[src/rtl/core/pct_pkg.sv]
package pct_pkg;

  typedef enum logic [1:0] {
    KIND_NUMBER   = 2'd0,
    KIND_FUNC     = 2'd1,
    KIND_EXT_FUNC = 2'd2
  } cell_kind_e;

  typedef struct packed {
    cell_kind_e         kind;
    logic [7:0]         func_code;
    logic signed [63:0] mantissa;
    logic [4:0]         scale;
    logic               last;
  } result_t;

  // up to two results per text byte, res0 first
  typedef struct packed {
    logic [1:0] count;
    result_t    res0;
    result_t    res1;
  } push_t;

  localparam logic [7:0]  CHAR_UNDERSCORE = 8'h5F;
  localparam logic [7:0]  CHAR_DOT        = 8'h2E;
  localparam logic [7:0]  CHAR_ZERO       = 8'd48;
  localparam logic [7:0]  CHAR_NINE       = 8'd57;
  localparam logic [7:0]  EXTEND_RESET    = 8'd35;
  localparam logic [2:0]  FRACTION_LIMIT  = 3'd6;
  localparam logic [4:0]  SCALE_MAX       = 5'd18;
  localparam logic [62:0] DIGIT_MAX       = {63{1'b1}};

  localparam logic        REG_EXTEND_CHAR = 1'b0;

endpackage

[src/rtl/core/pct_cfg_regs.sv]
module pct_cfg_regs
  import pct_pkg::*;
(
  input  logic        clk_i,
  input  logic        rst_ni,
  input  logic        psel,
  input  logic        penable,
  input  logic        pwrite,
  input  logic [2:0]  paddr,
  input  logic [31:0] pwdata,
  output logic [31:0] prdata,
  output logic        pready,
  output logic [7:0]  extend_char_o
);

  logic [7:0] extend_char_q;
  logic       wr_en;

  assign pready = 1'b1;
  assign wr_en  = psel && penable && pwrite && (paddr[2] == REG_EXTEND_CHAR);

  always_ff @(posedge clk_i or negedge rst_ni) begin
    if (!rst_ni) begin
      extend_char_q <= EXTEND_RESET;
    end else if (wr_en) begin
      extend_char_q <= pwdata[7:0];
    end
  end

  always_comb begin
    prdata = '0;
    if (paddr[2] == REG_EXTEND_CHAR) begin
      prdata = {24'd0, extend_char_q};
    end
  end

  assign extend_char_o = extend_char_q;

endmodule

[src/rtl/core/pct_core.sv]
module pct_core
  import pct_pkg::*;
(
  input  logic       clk_i,
  input  logic       rst_ni,
  input  logic       in_valid_i,
  output logic       in_ready_o,
  input  logic [7:0] text_byte_i,
  input  logic [7:0] extend_char_i,
  input  logic       room_i,
  output push_t      push_o
);

  logic        in_valid_q;
  logic [7:0]  byte_q;
  logic        proc;

  logic        in_number_q, in_number_d;
  logic        is_negative_q, is_negative_d;
  logic [62:0] digit_value_q, digit_value_d;
  logic [2:0]  fraction_count_q, fraction_count_d;
  logic [4:0]  scale_count_q, scale_count_d;
  logic        extend_pending_q, extend_pending_d;

  logic        cur_neg;
  logic [62:0] cur_dv;
  logic [2:0]  cur_fc;
  logic [4:0]  cur_sc;
  logic        is_digit;
  logic        is_num;
  logic [66:0] prod;
  push_t       push;

  function automatic result_t make_func(cell_kind_e kind, logic [7:0] code);
    result_t r;
    r.kind      = kind;
    r.func_code = code;
    r.mantissa  = '0;
    r.scale     = '0;
    r.last      = 1'b0;
    return r;
  endfunction

  function automatic result_t make_number(logic neg, logic [62:0] dv, logic [4:0] sc);
    result_t r;
    r.kind      = KIND_NUMBER;
    r.func_code = '0;
    r.mantissa  = neg ? -$signed({1'b0, dv}) : $signed({1'b0, dv});
    r.scale     = sc;
    r.last      = 1'b0;
    return r;
  endfunction

  assign proc       = in_valid_q && room_i;
  assign in_ready_o = !in_valid_q || room_i;

  always_ff @(posedge clk_i or negedge rst_ni) begin
    if (!rst_ni) begin
      in_valid_q <= 1'b0;
    end else if (in_valid_i && in_ready_o) begin
      in_valid_q <= 1'b1;
    end else if (proc) begin
      in_valid_q <= 1'b0;
    end
  end

  always_ff @(posedge clk_i) begin
    if (in_valid_i && in_ready_o) begin
      byte_q <= text_byte_i;
    end
  end

  assign is_digit = (byte_q >= CHAR_ZERO) && (byte_q <= CHAR_NINE);
  assign is_num   = is_digit || (byte_q == CHAR_UNDERSCORE) || (byte_q == CHAR_DOT);

  // a number starts afresh when not already inside one
  assign cur_neg = in_number_q ? is_negative_q    : 1'b0;
  assign cur_dv  = in_number_q ? digit_value_q    : '0;
  assign cur_fc  = in_number_q ? fraction_count_q : '0;
  assign cur_sc  = in_number_q ? scale_count_q    : '0;

  // value * 10 + digit; the digit is the low nibble of the ASCII code
  assign prod = ({4'd0, cur_dv} << 3) + ({4'd0, cur_dv} << 1) + {63'd0, byte_q[3:0]};

  always_comb begin
    in_number_d      = in_number_q;
    is_negative_d    = is_negative_q;
    digit_value_d    = digit_value_q;
    fraction_count_d = fraction_count_q;
    scale_count_d    = scale_count_q;
    extend_pending_d = extend_pending_q;
    push             = '0;
    if (proc) begin
      if (extend_pending_q) begin
        extend_pending_d = 1'b0;
        push.count       = 2'd1;
        push.res0        = make_func(KIND_EXT_FUNC, byte_q);
      end else if (is_num) begin
        in_number_d      = 1'b1;
        is_negative_d    = cur_neg;
        digit_value_d    = cur_dv;
        fraction_count_d = cur_fc;
        scale_count_d    = cur_sc;
        if (byte_q == CHAR_UNDERSCORE) begin
          is_negative_d = 1'b1;
        end else if (byte_q == CHAR_DOT) begin
          fraction_count_d = 3'd1;
        end else begin
          digit_value_d = (prod[66:63] != 4'd0) ? DIGIT_MAX : prod[62:0];
          if (cur_fc != 3'd0) begin
            scale_count_d    = (cur_sc < SCALE_MAX) ? cur_sc + 5'd1 : cur_sc;
            fraction_count_d = cur_fc + 3'd1;
            if (fraction_count_d >= FRACTION_LIMIT) begin
              push.count       = 2'd1;
              push.res0        = make_number(cur_neg, digit_value_d, scale_count_d);
              in_number_d      = 1'b0;
              is_negative_d    = 1'b0;
              digit_value_d    = '0;
              fraction_count_d = '0;
              scale_count_d    = '0;
            end
          end
        end
      end else begin
        if (in_number_q) begin
          push.count       = 2'd1;
          push.res0        = make_number(is_negative_q, digit_value_q, scale_count_q);
          in_number_d      = 1'b0;
          is_negative_d    = 1'b0;
          digit_value_d    = '0;
          fraction_count_d = '0;
          scale_count_d    = '0;
        end
        if (byte_q == extend_char_i) begin
          extend_pending_d = 1'b1;
        end else if (in_number_q) begin
          push.count = 2'd2;
          push.res1  = make_func(KIND_FUNC, byte_q);
        end else begin
          push.count = 2'd1;
          push.res0  = make_func(KIND_FUNC, byte_q);
        end
      end
      if (push.count == 2'd1) begin
        push.res0.last = 1'b1;
      end else if (push.count == 2'd2) begin
        push.res1.last = 1'b1;
      end
    end
  end

  always_ff @(posedge clk_i or negedge rst_ni) begin
    if (!rst_ni) begin
      in_number_q      <= 1'b0;
      is_negative_q    <= 1'b0;
      digit_value_q    <= '0;
      fraction_count_q <= '0;
      scale_count_q    <= '0;
      extend_pending_q <= 1'b0;
    end else begin
      in_number_q      <= in_number_d;
      is_negative_q    <= is_negative_d;
      digit_value_q    <= digit_value_d;
      fraction_count_q <= fraction_count_d;
      scale_count_q    <= scale_count_d;
      extend_pending_q <= extend_pending_d;
    end
  end

  assign push_o = push;

  a_fraction_range: assert property (@(posedge clk_i) disable iff (!rst_ni)
    fraction_count_q < FRACTION_LIMIT)
    else $error("fraction count out of range");

  a_extend_consumed: assert property (@(posedge clk_i) disable iff (!rst_ni)
    (proc && extend_pending_q) |=> !extend_pending_q)
    else $error("pending extend not consumed");

  a_idle_number_clear: assert property (@(posedge clk_i) disable iff (!rst_ni)
    !in_number_q |-> (digit_value_q == '0 && !is_negative_q && scale_count_q == '0))
    else $error("number state left behind");

endmodule

[src/rtl/core/pct_res_fifo.sv]
module pct_res_fifo
  import pct_pkg::*;
(
  input  logic    clk_i,
  input  logic    rst_ni,
  input  push_t   push_i,
  output logic    room_o,
  output logic    out_valid_o,
  input  logic    out_ready_i,
  output result_t out_res_o
);

  result_t    mem_q [4];
  logic [1:0] wr_q;
  logic [1:0] rd_q;
  logic [2:0] count_q;
  logic       pop;
  logic [2:0] count_after_pop;

  assign out_valid_o     = (count_q != 3'd0);
  assign pop             = out_valid_o && out_ready_i;
  assign count_after_pop = count_q - {2'd0, pop};
  assign room_o          = (count_after_pop <= 3'd2);
  assign out_res_o       = mem_q[rd_q];

  always_ff @(posedge clk_i) begin
    if (push_i.count != 2'd0) begin
      mem_q[wr_q] <= push_i.res0;
    end
    if (push_i.count == 2'd2) begin
      mem_q[wr_q + 2'd1] <= push_i.res1;
    end
  end

  always_ff @(posedge clk_i or negedge rst_ni) begin
    if (!rst_ni) begin
      wr_q    <= '0;
      rd_q    <= '0;
      count_q <= '0;
    end else begin
      wr_q    <= wr_q + push_i.count;
      rd_q    <= rd_q + {1'b0, pop};
      count_q <= count_after_pop + {1'b0, push_i.count};
    end
  end

  a_count_range: assert property (@(posedge clk_i) disable iff (!rst_ni)
    count_q <= 3'd4)
    else $error("result queue overfilled");

  a_push_has_room: assert property (@(posedge clk_i) disable iff (!rst_ni)
    (push_i.count != 2'd0) |-> room_o && push_i.count != 2'd3)
    else $error("push without room");

  a_pair_last: assert property (@(posedge clk_i) disable iff (!rst_ni)
    (push_i.count == 2'd2) |-> (push_i.res1.last && !push_i.res0.last))
    else $error("last flag misplaced in result pair");

endmodule

[src/rtl/core/program_cell_tokenizer.sv]
// Program cell tokenizer: takes one text byte per cycle and emits number and function cells
// on the output channel, one cell per transaction, with last set on the final cell of a byte.
// A byte is registered, then decoded and its cells written to a four-entry result queue once
// the queue has room, so with a ready consumer a byte is taken every cycle. A byte that
// closes a number and is itself a function yields two cells, which leave the queue number
// cell first; input stalls only when the queue cannot take two more cells. Number cells
// carry a saturated signed mantissa and a decimal scale (0..18); the consumer divides by
// ten to that power. The user is to write the extend byte (register 0, reset '#') over the
// APB port only while the block is idle; the block itself does not enforce this.
module program_cell_tokenizer
  import pct_pkg::*;
(
  input  logic               clk_i,
  input  logic               rst_ni,
  input  logic               psel,
  input  logic               penable,
  input  logic               pwrite,
  input  logic [2:0]         paddr,
  input  logic [31:0]        pwdata,
  output logic [31:0]        prdata,
  output logic               pready,
  input  logic               in_valid_i,
  output logic               in_ready_o,
  input  logic [7:0]         text_byte_i,
  output logic               out_valid_o,
  input  logic               out_ready_i,
  output logic [1:0]         cell_kind_o,
  output logic [7:0]         func_code_o,
  output logic signed [63:0] mantissa_o,
  output logic [4:0]         decimal_scale_o,
  output logic               last_o
);

  logic [7:0] extend_char;
  logic       room;
  push_t      push;
  result_t    out_res;

  pct_cfg_regs u_cfg_regs (
    .clk_i         (clk_i),
    .rst_ni        (rst_ni),
    .psel          (psel),
    .penable       (penable),
    .pwrite        (pwrite),
    .paddr         (paddr),
    .pwdata        (pwdata),
    .prdata        (prdata),
    .pready        (pready),
    .extend_char_o (extend_char)
  );

  pct_core u_core (
    .clk_i         (clk_i),
    .rst_ni        (rst_ni),
    .in_valid_i    (in_valid_i),
    .in_ready_o    (in_ready_o),
    .text_byte_i   (text_byte_i),
    .extend_char_i (extend_char),
    .room_i        (room),
    .push_o        (push)
  );

  pct_res_fifo u_res_fifo (
    .clk_i       (clk_i),
    .rst_ni      (rst_ni),
    .push_i      (push),
    .room_o      (room),
    .out_valid_o (out_valid_o),
    .out_ready_i (out_ready_i),
    .out_res_o   (out_res)
  );

  assign cell_kind_o     = out_res.kind;
  assign func_code_o     = out_res.func_code;
  assign mantissa_o      = out_res.mantissa;
  assign decimal_scale_o = out_res.scale;
  assign last_o          = out_res.last;

endmodule

[config.mk]
export PLATFORM = sky130hd
export DESIGN_NAME = program_cell_tokenizer
export DESIGN_NICKNAME = d
export VERILOG_FILES = /design/src/rtl/core/pct_pkg.sv /design/src/rtl/core/pct_cfg_regs.sv /design/src/rtl/core/pct_core.sv /design/src/rtl/core/pct_res_fifo.sv /design/src/rtl/core/program_cell_tokenizer.sv
export SDC_FILE = /design/constraint.sdc
export NUM_CORES = 1
export LEC_CHECK = 0
export BUFFER_PORTS_ARGS = -buffer_cell sky130_fd_sc_hd__clkbuf_2
export CORE_MARGIN = 3
export CORE_UTILIZATION = 50
export DETAILED_ROUTE_END_ITERATION = 8
export PLACE_DENSITY = 0.8
export SYNTH_ARGS = -nofsm -noshare
export SYNTH_HDL_FRONTEND = slang
export SYNTH_HIERARCHICAL = 1
export SYNTH_SLANG_ARGS = --single-unit
[constraint.sdc]
create_clock -name clk_i -period 9.2 [get_ports clk_i]
set_input_delay 2.3 -clock clk_i [delete_from_list [all_inputs] [get_ports clk_i]]
set_output_delay 2.3 -clock clk_i [all_outputs]
set_load 0.005 [all_outputs]
==> flow_metrics.py <==
metrics = {
    "detailed_routing": {
        "drtIter0Drc": 2735,
        "wire_per_inst_um": 22.57,
        "met2_length_um": 38790,
        "wl_met1_um": 34860,
        "vias_per_cell": 6.500,
        "ant_nets": 0,
        "top_layer": "met4",
        "wl_met3_um": 7686,
        "firstDrtPassIters": 6,
        "drc_errors": 0,
        "wl_um": 83880,
        "vias": 24160,
    },
    "yosys": {
        "synth-seq-cells": 418,
        "yosysUniqueCellTypes": 101,
        "synth_area_sq_um": 30990,
        "synth_enable_flop_cells": 328,
        "synth.largest_area_cell": "edfxtp_1",
        "yosys_warnings": 6,
        "synthTopCellsByArea": "edfxtp_1, mux2_2, dfrtp_1",
        "syn-mean-instance-area_sq_um": 10.80,
        "synth_ff_type": "edfxtp_1",
        "synth_top_area_share": 0.3178,
        "synthArstFlopShare": 0.2153,
        "synth.yosys.seq_area_share": 0.3906,
        "synth_cells": 2870,
    },
    "critical_path": {
        "arrival_ps": 9180,
        "worstPathMaxFanout": 59,
        "start_kind": "flip-flop",
        "regToRegSetupSlack_ps": 420,
        "crit_path_end_kind": "flip-flop",
        "critPathLaunch": "u_core/in_number_q$_DFFE_PN0P_",
        "r2r_cells": 27,
        "reg2reg_to": "u_res_fifo/mem_q[0][58]$_DFFE_PP_",
        "worstSetupPathType": "reg -> reg",
        "reg2reg_from": "u_core/in_number_q$_DFFE_PN0P_",
        "critPathRequiredTime_ps": 9610,
    },
    "layout": {
        "post-route-util": 0.5468,
        "final_layout_size_suffix_gt1_frac": 0.2371,
        "finalInstanceArea_sq_um": 33250,
        "finalNonFillerCells": 3717,
        "fillCellCount": 5037,
        "fin_nets": 3095,
        "n_antenna_cell": 0,
        "areaGrowthSynthToFinish_pct": 7.292,
    },
    "timing": {
        "setup_viol": 0,
        "min_period_ps": 8776,
        "fmax_mhz": 113.9,
        "hold_viol_final": 0,
        "finalCritPeriodShare": 0.9539,
        "finClkSkew_ps": 18.59,
        "setup_tns_ps": 0,
        "finalMaxSlewViolations": 0,
        "tightest_slew_ps": 1259,
        "timing.slew.headroom": 0.1531,
        "whs_ps": 510.6,
        "rsz0062_at_grt": "no",
    },
    "place": {
        "gp_congestion": 0.9818,
        "place_inst": 3645,
        "portBuffers": 113,
        "dpl-instance-area_sq_um": 31890,
        "place.detailed.hpwl_um": 57870,
    },
    "global_route": {
        "grt_pass1_vias": 23180,
        "antenna_found_initial": 0,
        "grt_pass1_wl_um": 130200,
        "grt_start_max_net_pins": 82,
        "grt_overflow_total": 0,
        "grt_usage": 0.2511,
    },
    "clocking": {
        "cts_buffers": 40,
        "path_clk_slew_ps": 60,
        "post_cts_buffers": 0,
        "htree_levels": 2,
        "clk_path_buf_depth": 3,
        "cts.sinks": 418,
        "cts_resized": 0,
        "root_buffer": "clkbuf_16",
        "clk_latency_ps": 550,
        "hold_buffers": 0,
        "cts_tree": "done",
    },
    "power": {
        "powerDensity_nw_per_um2": 199.5,
        "p_leak_nw": 13.82,
        "ir_drop_uv": 240.0,
    },
    "min_path": {
        "hold_start": "u_core/fraction_count_q[1]$_DFFE_PN0P_",
        "hp-class": "reg -> reg",
        "min_delay_path_depth": 1,
        "holdPathEnd": "u_core/fraction_count_q[1]$_DFFE_PN0P_",
    },
    "floorplan": {
        "core_area_sq_um": 60810,
        "die_height_um": 255.0,
        "die_area_sq_um": 65000,
        "rows": 90,
        "ioPinCount": 165,
        "start_util": 0.5096,
        "die_x_um": 255.0,
    },
    "job": {
        "maxCapViolCount": 0,
    },
    "status": {
        "outcome": "finished clean",
    },
}
-- state kept, by name (all words and copies together) (netlist names) --
| register | count |
|---|---|
| u_res_fifo/rd_q | 2 |
| u_core/byte_q | 8 |
| u_core/extend_pending_q | 1 |
| u_res_fifo/mem_q | 320 |
| u_core/fraction_count_q | 3 |
| u_core/digit_value_q | 63 |
| u_cfg_regs/extend_char_o | 8 |
| u_res_fifo/count_q | 3 |
| u_core/in_number_q | 1 |
| u_core/scale_count_q | 5 |
| u_core/in_valid_q | 1 |
| u_res_fifo/wr_q | 2 |
| u_core/is_negative_q | 1 |
-- metrics by stage --
stage	setup slack [ps]	total power, W
2_1_floorplan	947.4	0.004192
3_3_place_gp	1043	0.004887
3_5_place_dp	891.8	0.004938
4_1_cts	797.2	0.006653
5_1_grt	48.20	0.006909
6_report	423.8	0.006634
-- metal layers --
metal,track usage,vias up
li1,-,10970
met1,0.3550,11720
met2,0.4020,1296
met3,0.03496,183
met4,0.07965,0
met5,0,-
-- cells in the mapped netlist (15+ instances only) --
cell type	instances
nand3_1	43
mux2_2	319
nand4_1	40
o22ai_1	41
a22o_1	50
buf_4	96
nand2_1	219
o21ai_0	130
xor2_1	79
edfxtp_1	328
nor2_1	158
o21a_1	17
nor4_1	22
mux4_2	80
clkbuf_1	102
nor3_1	54
buf_2	36
or4_1	15
xnor2_1	53
or3_1	33
o31ai_1	38
inv_1	22
a21oi_1	132
and3_1	32
a22oi_1	26
o211ai_1	24
a31oi_1	19
a21o_1	35
ha_1	138
dfrtp_1	87
and2_1	95
a211oi_1	21
-- where the power goes --
group          internal, W  switching [W]
clock network     0.000982       0.000730
logic             0.000920        0.00129
registers          0.00253       0.000185
-- placed cells by master (no fill, tap or decap), types with 24 or more instances in the layout --
master       n
a21o_1      34
a21oi_1    132
a22o_1      50
a22oi_1     26
and2_1      95
and3_1      32
buf_4       41
clkbuf_16   41
clkbuf_2   112
conb_1      95
dfrtp_1     83
edfxtp_1   328
ha_1       138
mux2_2     319
mux4_2      80
nand2_1    218
nand3_1     43
nand4_1     40
nor2_1     156
nor3_1      54
o211ai_1    24
o21ai_0    130
o22ai_1     41
o31ai_1     37
or3_1       33
xnor2_1     53
xor2_1      79
-- final cells by class --
class	count	area, sq um	area share
Multi-Input combinational cell	2264	17750	0.5337
Sequential cell	418	12120	0.3644
Clock buffer	57	1176	0.03537
Tap cell	782	978.4	0.02943
Timing Repair Buffer	158	968.4	0.02913
Clock inverter	15	177.7	0.005344
Inverter	23	86.33	0.002597
-- critical path, stage by stage, from the launching register on --
cell       delay (ps)
dfrtp_2           370
buf_4             440
and2_1            250
ha_1              250
ha_1              460
nand4_1           300
nor3_1            240
o21ai_0           260
a2111oi_0         560
buf_4             220
o211ai_1           80
nand3_1           120
mux2_2            370
or2_1             350
nor3_1            460
ha_1              260
nand3b_1          130
inv_1             100
o2111ai_1         180
a211oi_2          410
nand4_1           270
nor2_1            160
buf_4             190
nor4b_2           570
a31oi_1           180
mux2_2            330
o32ai_1           790
mux2_2            300
-- worst max-delay path by stage --
stage,endpoint,slack [ps]
global route,u_res_fifo/mem_q[0][58]$_DFFE_PP_,50
detailed placement,u_res_fifo/mem_q[1][58]$_DFFE_PP_,890
CTS,u_res_fifo/mem_q[0][58]$_DFFE_PP_,800
floorplan,u_res_fifo/mem_q[2][0]$_DFFE_PP_,950
global placement,u_res_fifo/mem_q[0][58]$_DFFE_PP_,1040
finish,u_res_fifo/mem_q[0][58]$_DFFE_PP_,420
-- cell families after synthesis --
family / synth area share
buffers and inverters: 0.05047
AND/OR/NAND/NOR: 0.1401
XOR/XNOR: 0.03731
flip-flops: 0.3906
AO/OA/AOI/OAI: 0.1408
multiplexers: 0.1833
adder cells (fa/ha/maj): 0.05701
other: 0.0003634
Power figures use the tool's default switching activity.
